<file path="config.mk">
export PLATFORM = sky130hd
export DESIGN_NAME = crc16_packet_deframer_unit
export DESIGN_NICKNAME = d
export VERILOG_FILES = /design/src/cpd_pkg.sv /design/src/cpd_core.sv /design/src/cpd_out_stage.sv /design/src/crc16_packet_deframer_unit.sv
export SDC_FILE = /design/constraint.sdc
export NUM_CORES = 1
export LEC_CHECK = 0
export BUFFER_PORTS_ARGS = -buffer_cell sky130_fd_sc_hd__buf_2
export CORE_ASPECT_RATIO = 0.7
export CORE_MARGIN = 4
export CORE_UTILIZATION = 61
export CTS_BUF_LIST = sky130_fd_sc_hd__clkbuf_4
export DETAILED_ROUTE_END_ITERATION = 16
export PLACE_DENSITY = 0.82
export REMOVE_ABC_BUFFERS = 1
export SYNTH_ARGS = -nofsm -noshare
export SYNTH_HDL_FRONTEND = slang
export SYNTH_SLANG_ARGS = --single-unit
</file>
<file path="constraint.sdc">
create_clock -name clk -period 3.36 [get_ports clk]
set_clock_uncertainty 0.05 [all_clocks]
set_input_delay 0.672 -clock clk [delete_from_list [all_inputs] [get_ports clk]]
set_output_delay 0.672 -clock clk [all_outputs]
set_load 0.05 [all_outputs]
</file>
<file path="src/cpd_pkg.sv">
package cpd_pkg;

  // frame delimiters and limits
  localparam logic [7:0]  START_BYTE     = 8'hA1;
  localparam logic [15:0] CRC_INIT       = 16'hFFFF;
  localparam logic [7:0]  TYPE_LIMIT     = 8'd200;
  localparam logic [7:0]  MAX_LEN_RESET  = 8'd200;

  // frame completion codes
  typedef enum logic [1:0] {
    FS_NONE     = 2'd0,
    FS_GOOD     = 2'd1,
    FS_MISMATCH = 2'd2,
    FS_REJECT   = 2'd3
  } frame_status_t;

  // one result item
  typedef struct packed {
    frame_status_t frame_status;
    logic          payload_valid;
    logic [7:0]    payload_index;
    logic [7:0]    payload_data;
    logic [7:0]    packet_type;
    logic [7:0]    packet_length;
  } result_t;

  // one byte of crc-16/mcrf4xx (reflected poly 0x8408)
  function automatic logic [15:0] crc_step(input logic [15:0] crc, input logic [7:0] b);
    logic [7:0] x;
    x = b ^ crc[7:0];
    x = x ^ (x << 4);
    return {x, crc[15:8]} ^ {12'd0, x[7:4]} ^ {5'd0, x, 3'd0};
  endfunction

endpackage

</file>
<file path="src/cpd_core.sv">
module cpd_core (
  input  logic            clk,
  input  logic            rst_n,
  input  logic            cfg_wr,
  input  logic [7:0]      cfg_data,
  input  logic            acc,
  input  logic [7:0]      in_byte,
  output cpd_pkg::result_t res
);
  import cpd_pkg::*;

  typedef enum logic [2:0] {
    S_HUNT    = 3'd0,
    S_TYPE    = 3'd1,
    S_LEN     = 3'd2,
    S_CRCLO   = 3'd3,
    S_CRCHI   = 3'd4,
    S_PAYLOAD = 3'd5
  } state_t;

  state_t      state_r, state_nxt;
  logic [7:0]  max_len_r, max_len_nxt;
  logic [7:0]  type_r, type_nxt;
  logic [7:0]  len_r, len_nxt;
  logic [15:0] rx_crc_r, rx_crc_nxt;
  logic [15:0] crc_r, crc_nxt;
  logic [7:0]  count_r, count_nxt;
  logic [15:0] crc_upd;
  logic [7:0]  count_inc;

  assign crc_upd   = crc_step(crc_r, in_byte);
  assign count_inc = count_r + 8'd1;

  // frame parser next state and result
  always_comb begin
    state_nxt   = state_r;
    type_nxt    = type_r;
    len_nxt     = len_r;
    rx_crc_nxt  = rx_crc_r;
    crc_nxt     = crc_r;
    count_nxt   = count_r;
    max_len_nxt = cfg_wr ? cfg_data : max_len_r;
    res.frame_status  = FS_NONE;
    res.payload_valid = 1'b0;
    res.payload_index = 8'd0;
    res.payload_data  = 8'd0;
    unique case (state_r)
      S_TYPE: begin
        if (in_byte > TYPE_LIMIT) begin
          res.frame_status = FS_REJECT;
          state_nxt = S_HUNT;
        end else begin
          type_nxt  = in_byte;
          crc_nxt   = crc_step(CRC_INIT, in_byte);
          state_nxt = S_LEN;
        end
      end
      S_LEN: begin
        len_nxt = in_byte;
        if (in_byte > max_len_r) begin
          res.frame_status = FS_REJECT;
          state_nxt = S_HUNT;
        end else begin
          crc_nxt   = crc_upd;
          state_nxt = S_CRCLO;
        end
      end
      S_CRCLO: begin
        rx_crc_nxt = {8'd0, in_byte};
        state_nxt  = S_CRCHI;
      end
      S_CRCHI: begin
        rx_crc_nxt = {in_byte, rx_crc_r[7:0]};
        count_nxt  = 8'd0;
        if (len_r == 8'd0) begin
          res.frame_status = (crc_r == {in_byte, rx_crc_r[7:0]}) ? FS_GOOD : FS_MISMATCH;
          state_nxt = S_HUNT;
        end else begin
          state_nxt = S_PAYLOAD;
        end
      end
      S_PAYLOAD: begin
        res.payload_valid = 1'b1;
        res.payload_index = count_r;
        res.payload_data  = in_byte;
        crc_nxt   = crc_upd;
        count_nxt = count_inc;
        if (count_inc == len_r) begin
          res.frame_status = (crc_upd == rx_crc_r) ? FS_GOOD : FS_MISMATCH;
          state_nxt = S_HUNT;
        end
      end
      default: begin
        state_nxt = (in_byte == START_BYTE) ? S_TYPE : S_HUNT;
      end
    endcase
    res.packet_type   = type_nxt;
    res.packet_length = len_nxt;
  end

  // state registers, updated per accepted byte, and config register, loaded on every cfg write
  always_ff @(posedge clk) begin
    if (!rst_n) begin
      state_r   <= S_HUNT;
      max_len_r <= MAX_LEN_RESET;
      type_r    <= 8'd0;
      len_r     <= 8'd0;
      rx_crc_r  <= 16'd0;
      crc_r     <= CRC_INIT;
      count_r   <= 8'd0;
    end else begin
      max_len_r <= max_len_nxt;
      if (acc) begin
        state_r  <= state_nxt;
        type_r   <= type_nxt;
        len_r    <= len_nxt;
        rx_crc_r <= rx_crc_nxt;
        crc_r    <= crc_nxt;
        count_r  <= count_nxt;
      end
    end
  end

`ifndef SYNTHESIS
  // start byte during hunt opens a frame
  a_start: assert property (@(posedge clk) disable iff (!rst_n)
    (acc && state_r == S_HUNT && in_byte == START_BYTE) |=> (state_r == S_TYPE))
    else $error("start byte did not open a frame");

  // any finished or rejected frame returns to the hunt
  a_done_hunt: assert property (@(posedge clk) disable iff (!rst_n)
    (acc && res.frame_status != FS_NONE) |=> (state_r == S_HUNT))
    else $error("parser did not return to hunt after frame end");

  // payload counter stays below the held length
  a_count: assert property (@(posedge clk) disable iff (!rst_n)
    (state_r == S_PAYLOAD) |-> (count_r < len_r))
    else $error("payload count overran length");

  // payload bytes only come from the payload phase
  a_pvalid: assert property (@(posedge clk) disable iff (!rst_n)
    (acc && res.payload_valid) |=> (state_r == S_PAYLOAD || state_r == S_HUNT))
    else $error("payload byte outside payload phase");
`endif

endmodule

</file>
<file path="src/cpd_out_stage.sv">
module cpd_out_stage (
  input  logic             clk,
  input  logic             rst_n,
  input  logic             load,
  input  cpd_pkg::result_t res,
  output logic             can_load,
  output logic             out_tvalid,
  input  logic             out_tready,
  output cpd_pkg::result_t res_r
);
  import cpd_pkg::*;

  logic valid_r;

  assign can_load   = !valid_r || out_tready;
  assign out_tvalid = valid_r;

  // valid flag
  always_ff @(posedge clk) begin
    if (!rst_n) begin
      valid_r <= 1'b0;
    end else if (can_load) begin
      valid_r <= load;
    end
  end

  // result payload
  always_ff @(posedge clk) begin
    if (load) begin
      res_r <= res;
    end
  end

endmodule

</file>
<file path="src/crc16_packet_deframer_unit.sv">
// output: a result is registered and shows on the out side in the cycle after its byte
// throughput: one byte per cycle while in_tready is high, one result per byte; output
//   register takes a new result whenever it is empty or being drained in the same cycle
// reset: rst_n synchronous active low; parser returns to hunt, crc to 0xFFFF,
//   max payload length to 200, output register empty
module crc16_packet_deframer_unit (
  input  logic        clk,
  input  logic        rst_n,
  input  logic        cfg_valid,
  output logic        cfg_ready,
  input  logic [7:0]  cfg_data,   // max_payload_length
  input  logic        in_tvalid,
  output logic        in_tready,
  input  logic [7:0]  in_tdata,   // rx_byte
  output logic        out_tvalid,
  input  logic        out_tready,
  output logic [31:0] out_tdata,  // payload_index, payload_data, packet_type, packet_length
  output logic [2:0]  out_tuser   // frame_status[1:0], payload_valid
);
  import cpd_pkg::*;

  result_t res;
  result_t res_r;
  logic    acc;

  assign cfg_ready = 1'b1;
  assign acc       = in_tvalid && in_tready;

  cpd_core u_core (
    .clk      (clk),
    .rst_n    (rst_n),
    .cfg_wr   (cfg_valid),
    .cfg_data (cfg_data),
    .acc      (acc),
    .in_byte  (in_tdata),
    .res      (res)
  );

  cpd_out_stage u_out (
    .clk        (clk),
    .rst_n      (rst_n),
    .load       (acc),
    .res        (res),
    .can_load   (in_tready),
    .out_tvalid (out_tvalid),
    .out_tready (out_tready),
    .res_r      (res_r)
  );

  // pack result fields
  assign out_tuser = {res_r.payload_valid, res_r.frame_status};
  assign out_tdata = {res_r.packet_length, res_r.packet_type,
                      res_r.payload_data, res_r.payload_index};

endmodule
</file>
* Yosys cells after proc, flatten, opt, wreduce, memory -nomap -nowiden *
Index checks and enable logic that the tools add are counted.

storage, ports and cells
  output and inout port bits = 38
  input bits = 21
  bits in registers = 103

cells by class
  add/sub/neg operators = 1
  equal/unequal tests = 12
  magnitude comparators = 2
  bitwise logic cells = 9
  reductions and logical operators = 12
  multiplexer cells = 22

operators with widths
  cell                 number
  $pmux 16 s3          1
  $eq 16x16->1         2
  $mux 16              2
  $pmux 16 s2          1
  $xor 16x11->16       2
  $xor 16x4->16        2
  $mux 8               3
  $xor 8x8->8          3
  $mux 17              1
  $mux 2               8
  $pmux 8 s2           1
  $pmux 3 s5           1
  $add 8x1->8 const B  1
  $eq 8x8->1           1
  $eq 8x8->1 const B   1
  $gt 8x8->1           1
  $gt 8x8->1 const B   1
  $logic_not 8->1      1
  $not 8->8            1
  $pmux 2 s4           1
  $eq 3x2->1 const B   2
  $eq 3x3->1 const B   2
  $mux 3               2
  $reduce_and 2->1     3
  other kinds (12)     14

* Depth between registers and ports, before layout *
Gate-level depths: netlist of run 1.

  word-level depth = 8
  gate-level depth with buffers = 10
  depth with buffers taken out = 8

* By module *
Synthesis of run 1 repeated with hierarchy kept, for this count alone.

unflattened totals
  cells, all modules = 585
  area, all modules = 5650.4 um2

modules (own cells, without submodules)
  module                      instances  seq. area each (um2)  area each (um2)  cells an instance
  cpd_core                    1          1341.3                4533.1           543
  cpd_out_stage               1          1071.0                1099.8           39
  crc16_packet_deframer_unit  1          0.0                   17.5             3

* Least setup slack after synthesis of run 1 *
OpenSTA, ideal clock, no wires.

  path kind = input to register
  start point = input out_tready
  end point = register, netlist name u_out.res_r[0]
  stages = 4
  slack = 0.297 ns
  path buffers = 1
  data required time = 2.897 ns
  arrival = 2.600 ns
  cell sequence = nand2b_1 > nand2_1 > inv_1 > clkbuf_1

between the ends
  cells in the longest elaborated chain, start to end = 2

RTL lines
  item               RTL line                          RTL
  from (decl)        crc16_packet_deframer_unit.sv:16  input logic out_tready,
  $logic_or 1x1->1   cpd_out_stage.sv:15               assign can_load = !valid_r || out_tready;
  $logic_and 1x1->1  crc16_packet_deframer_unit.sv:27  assign acc = in_tvalid && in_tready;
  named net acc      crc16_packet_deframer_unit.sv:24  logic acc;

The timed path passes the listed nets, and every way through them passes these cells.
A chain may end at the register's enable or synchronous reset.

==> flow_summary.toml, run 1 <==
[run_status]
status = "finished, final reports clean"

[clocking]
clk_latency_ns = 0.47
cts_inserted_buffers = 9
cts_setup_buffers = 0
cts-root-buf = "clkbuf_4"
post_cts_resized = 0
cts_tree = "yes"
cts_buffer_depth = 2
clkSlewWorstSetupHoldPaths_ns = 0.15
cts_sinks = 103
cts_max_level = 3
ctsHoldBuffers = 0

[yosys]
synth_cells = 583
ys.flop_type = "dfxtp_1"
ys_ff_latch = 103
syn_avg_cell_area_um2 = 9.41
synth_edf_count = 35
synth_async_sr_flop_share_pct = 0
synth_cell_types = 60
yosys_warnings = 0
seq_area_frac_synth_pct = 44.0
netlist_area_um2 = 5490

[sta]
period_needed_ns = 2.68
maxSlewHeadroom_pct = 56.8
fin_crit_sh_pct = 79.7
tightest_slew_ns = 0.648
setup_violations = 0
max_freq_mhz = 374
finalMaxSlewViolations = 0
final_hold_viol_count = 0
rsz0062_at_grt = "false"
holdWs_ns = 0.359

[layout]
mostFrequentLayoutCells = "68 x dfxtp_1, 62 x nand2_1, 57 x xnor2_1, 57 x buf_2, 54 x nor2_1"
layout.nets = 660
stdcell_area_um2 = 6000
regArea_um2 = 2410
drive_gt1_share_pct = 17.6
fillers = 710
layout_commonest_cell = "dfxtp_1"
area_growth_pct = 9.44
n_antenna_cell = 0
multiInputGateArea_um2 = 2860
final_cells = 755
fin_util_pct = 69.7

[min_path]
min_path_type = "input pin to register"

[floorplanning]
core_area_um2 = 8620
dieHeight_um = 87.3
ioPinCount = 59
die_w_um = 121
initial_utilization_pct = 63.7
dieArea_um2 = 10600
rows = 28

[setup_path]
end_kind = "register"
crit_chain = "ha_1, nand3_1, xnor2_1, or3_1, a2111oi_2, nand2_1, o31ai_2"
worst-path-buf-inv = 0
startpoint_type = "register"
critPathTopFamily = "compound AO/OA/AOI/OAI gates"
crit_type = "register to register"
worstPathMaxFanout = 7
critPathRequiredTime_ns = 3.63
slowest_stage = "dfxtp_1"
crit_arrival_ns = 2.95
max_stage_delay_ns = 0.50

[power_and_ir_drop]
power_density_nw_per_um2 = 443
seqPwrFrac_pct = 53.9
switchingPower_uw = 890
swShare_pct = 33.5
power_frac_clock_pct = 22.1
p_int_mw = 1.77
p_leak_nw = 2.34
power_mw = 2.66
combPwrFrac_pct = 23.9
vdd_drop_max_mv = 0.342

[route]
wl_met3_um = 1210
routed.top_layer = "met4"
vias_per_cell = 5.85
wl_met1_um = 6160
routed-via-count = 4415
wl_per_cell_um = 17.8
dr.pass1.iters = 5
drtIter0Drc = 392
finalWirelength_um = 13400
met2_length_um = 5860
ant_nets = 0
route.detailed.drc = 0

[global_routing]
antenna_found_initial = 0
grt_max_degree = 51
gr-total-overflow = 0
first_global_vias = 4081
grt_pass1_wl_um = 21400
grt_util_all_layers_pct = 26.2

[placed_design]
dp.cells = 739
numPortBuffers = 57
hpwl_um = 9460
globalplace.congestion = 0.966
placed_cell_area_um2 = 5890

[job]
maxCapViolations = 0
[final timing paths]
check / start / to / slack, ns / depth (start not counted)
worst max-delay path: u_core.count_r[0] / u_out.res_r[33] / 0.68 / 7
worst min-delay path: cfg_data[6] / u_core.max_len_r[6] / 0.36 / 3
worst max register to register: u_core.count_r[0] / u_out.res_r[33] / 0.68 / 7
worst min register to register: u_core.max_len_r[6] / u_core.max_len_r[6] / 0.46 / 2
[kinds of logic (layout without fill, tap and decap cells)]
family | Yosys count | count (layout) | share of synthesized area [%]
AND/OR/NAND/NOR | 221 | 221 | 20.4
multiplexers | 16 | 16 | 3.08
adder cells (fa/ha/maj) | 9 | 9 | 2.05
XOR/XNOR | 89 | 89 | 14.6
other | 1 | 1 | 0.0683
flip-flops | 103 | 103 | 44.0
AO/OA/AOI/OAI | 90 | 90 | 11.7
buffers and inverters | 54 | 106 | 4.10
[power groups by stage]
stage | registers (mW) | logic [mW] | clock network [mW]
CTS | 1.43 | 0.634 | 0.598
global placement | 1.45 | 0.615 | 0
detailed placement | 1.46 | 0.632 | 0
finish | 1.43 | 0.636 | 0.588
global route | 1.44 | 0.688 | 0.652
floorplan | 1.55 | 0.347 | 0
[final cells by class]
cell class / instances / share of cell area [%]
Inverter: 17 / 1.06
Clock inverter: 5 / 0.583
Clock buffer: 11 / 1.38
Sequential cell: 103 / 40.2
Timing Repair Buffer: 73 / 6.75
Tap cell: 120 / 2.50
Multi-Input combinational cell: 426 / 47.6
[synth_stat cells (2+ instances only)]
| cell type | n | area [um^2] |
|---|---|---|
| or3b_2 | 3 | 26.3 |
| o22a_1 | 2 | 17.5 |
| o21ai_0 | 17 | 85.1 |
| nor3b_1 | 14 | 105 |
| nand3_1 | 15 | 75.1 |
| nor3_1 | 2 | 10.0 |
| nand2b_1 | 2 | 12.5 |
| nor2b_1 | 21 | 131 |
| nor4_1 | 4 | 25.0 |
| buf_2 | 6 | 30.0 |
| a21boi_0 | 11 | 82.6 |
| inv_1 | 17 | 63.8 |
| nand4_1 | 9 | 56.3 |
| clkbuf_1 | 27 | 101 |
| mux2_2 | 7 | 78.8 |
| a22oi_1 | 8 | 60.1 |
| ha_1 | 9 | 113 |
| nor4b_1 | 2 | 17.5 |
| or4_1 | 3 | 22.5 |
| xnor2_1 | 57 | 499 |
| xnor2_2 | 2 | 32.5 |
| nor2_1 | 54 | 203 |
| nand2_1 | 62 | 233 |
| or3_1 | 5 | 31.3 |
| o211ai_1 | 23 | 173 |
| edfxtp_1 | 35 | 1050 |
| xor2_1 | 29 | 254 |
| buf_4 | 2 | 15.0 |
| o221ai_1 | 2 | 17.5 |
| mux2i_1 | 9 | 90.1 |
| nand3b_1 | 3 | 22.5 |
| o31ai_1 | 2 | 15.0 |
| a21oi_1 | 9 | 45.0 |
| and2_1 | 17 | 106 |
| dfxtp_1 | 68 | 1360 |
[stage by stage]
step,setup TNS [ns],setup slack (ns)
6_report,0,0.683
5_1_grt,0,0.475
4_1_cts,0,0.691
3_5_place_dp,0,0.513
3_3_place_gp,0,0.534
2_1_floorplan,-20.16,-1.11
[state kept, by name (all words and copies together), names as in the netlist]
signal / count
u_core.state_r: 3
u_core.count_r: 8
u_core.type_r: 8
u_core.crc_r: 16
u_core.rx_crc_r: 16
u_core.max_len_r: 8
u_out.out_tvalid: 1
u_core.len_r: 8
u_out.res_r: 35
[routing by layer]
metal | vias to the layer above | global-route usage [%]
met3 | 22 | 5.32
met5 | - | 0
li1 | 2107 | -
met4 | 0 | 6.51
met1 | 2102 | 38.8
met2 | 184 | 39.5
[worst min-delay path, delay by kind of cell]
| kind | cells | cell delay, ns |
|---|---|---|
| buf+inv | 1 | 0.07 |
| compound gates | 1 | 0.06 |
| simple gates | 1 | 0.04 |
Power figures use the tool's default switching activity.
==> run 2: changes to the inputs <==
Settings changed: CORE_UTILIZATION 61 to 55, PLACE_DENSITY 0.82 to 0.78.
Clock period 3.36 ns to 2.4 ns, I/O delays scaled along.
==> flow_summary.toml, run 2 (same netlist as run 1, synthesis figures left out) <==
[run_status]
status = "finished, final reports clean"

[layout]
drive_gt1_share_pct = 22.4
fillers = 794
mostFrequentLayoutCells = "67 x dfxtp_1, 62 x nand2_1, 57 x xnor2_1, 57 x buf_2, 54 x nor2_1"
n_antenna_cell = 0
largestRegisters = "u_out.res_r x35, u_core.crc_r x16, u_core.rx_crc_r x16"
largest_register_ff_count = 35
layout.nets = 696
area_growth_pct = 15.8
largest_register = "u_out.res_r"
layout_commonest_cell = "dfxtp_1"

[power_and_ir_drop]
power_density_nw_per_um2 = 626
p_leak_nw = 2.54
power_mw = 3.98
vdd_drop_max_mv = 0.393

[setup_path]
startpoint_type = "register"
critPathTopFamily = "simple AND/OR/NAND/NOR gates"
crit_type = "register to register"
critPathRequiredTime_ns = 2.59
crit_chain = "xor2_1, xnor2_1, or4_1, a222oi_1, and3b_2, o21ai_0"
end_kind = "register"
crit_arrival_ns = 2.51
worstPathMaxFanout = 3
worst-path-buf-inv = 0
max_stage_delay_ns = 0.50
rrSetupSlack_ns = 0.08
slowest_stage = "dfxtp_1"

[global_routing]
gr-total-overflow = 0
first_global_vias = 4508
grt_pass1_wl_um = 23000
grt_util_all_layers_pct = 25.1
grt_max_degree = 38
antenna_found_initial = 0

[min_path]
min_path_type = "input pin to register"

[sta]
maxSlewHeadroom_pct = 66.8
holdWs_ns = 0.160
max_freq_mhz = 432
fin_crit_sh_pct = 96.5
finalMaxSlewViolations = 0
setup_violations = 0
rsz0062_at_grt = "false"
period_needed_ns = 2.32
tightest_slew_ns = 0.494
final_hold_viol_count = 0

[route]
route.detailed.drc = 0
ant_nets = 0
dr.pass1.iters = 4
drtIter0Drc = 401
vias_per_cell = 5.78
finalWirelength_um = 14400
routed-via-count = 4622
wl_per_cell_um = 18.0

[clocking]
cts_sinks = 103
cts_tree = "yes"
clk_latency_ns = 0.48
clkSlewWorstSetupHoldPaths_ns = 0.18
cts-root-buf = "clkbuf_4"
cts_buffer_depth = 2
cts_max_level = 3
cts_inserted_buffers = 9
ctsHoldBuffers = 0

[floorplanning]
core_area_um2 = 9720
initial_utilization_pct = 56.4
dieArea_um2 = 11700
ioPinCount = 59
dieHeight_um = 91.6
die_w_um = 127
rows = 30

[placed_design]
globalplace.congestion = 1.02
hpwl_um = 10600
numPortBuffers = 57

[job]
maxCapViolations = 0
## run 2: metal layers
| layer | share of wire (%) | global-route usage [%] | vias up |
|---|---|---|---|
| met2 | 43 | 37.5 | 213 |
| li1 | - | - | 2168 |
| met5 | 0 | 0 | - |
| met4 | 1.6 | 7.14 | 0 |
| met1 | 45 | 35.2 | 2215 |
| met3 | 9.4 | 7.52 | 26 |
## run 2: through the flow
| stage | cells | instance area [um^2] | utilization (%) | TNS (ns) | worst slack [ns] |
|---|---|---|---|---|---|
| after detailed placement | 783 | 6180 | 63.6 | -0.0683 | -0.0627 |
| after floorplan | 546 | 5330 | - | -72.06 | -1.91 |
| after global routing | 799 | 6350 | 65.3 | 0 | 0.0217 |
| final | 799 | 6350 | 65.3 | 0 | 0.0833 |
| after CTS | 799 | 6330 | 65.1 | 0 | 0.0949 |
| after global placement | 783 | 6180 | 63.6 | -0.0157 | -0.0157 |
## run 2: layout make-up
cell class	count	area (um^2)	area share, %
sequential	103	2410	38.0
multi-input combinational	426	2870	45.2
timing repair buffer	109	688	10.8
clock buffer	9	67.6	1.06
clock inverter	7	85.1	1.34
inverter	17	63.8	1.00
tap	128	160	2.52
## run 2: worst paths after layout
path / depth (start not counted) / end / start
worst max-delay path: 6 / u_out.res_r[34] / u_core.crc_r[6]
worst min-delay path: 3 / u_core.max_len_r[6] / cfg_data[6]
worst max register to register: 6 / u_out.res_r[34] / u_core.crc_r[6]
worst min register to register: 2 / u_core.type_r[5] / u_core.type_r[5]
## run 2: power breakdown
part           internal, mW  switching, mW  leakage [nW]  total, mW
combinational         0.387          0.604          1.55      0.991
sequential             1.92         0.0884         0.907       2.00
clock                 0.341          0.642        0.0834      0.983
total                  2.64           1.33          2.54       3.98
## run 2: worst reg2reg max path, cell delays in order (launching register included)
cell and delay (ns):
dfxtp_1 0.50, xor2_1 0.22, xnor2_1 0.09, or4_1 0.48
a222oi_1 0.43, and3b_2 0.24, o21ai_0 0.08
## run 2: what timing repair did
item	in CTS	in global routing
gates resized for setup	0	4
buffers inserted	0	0
setup endpoints to repair	0	5
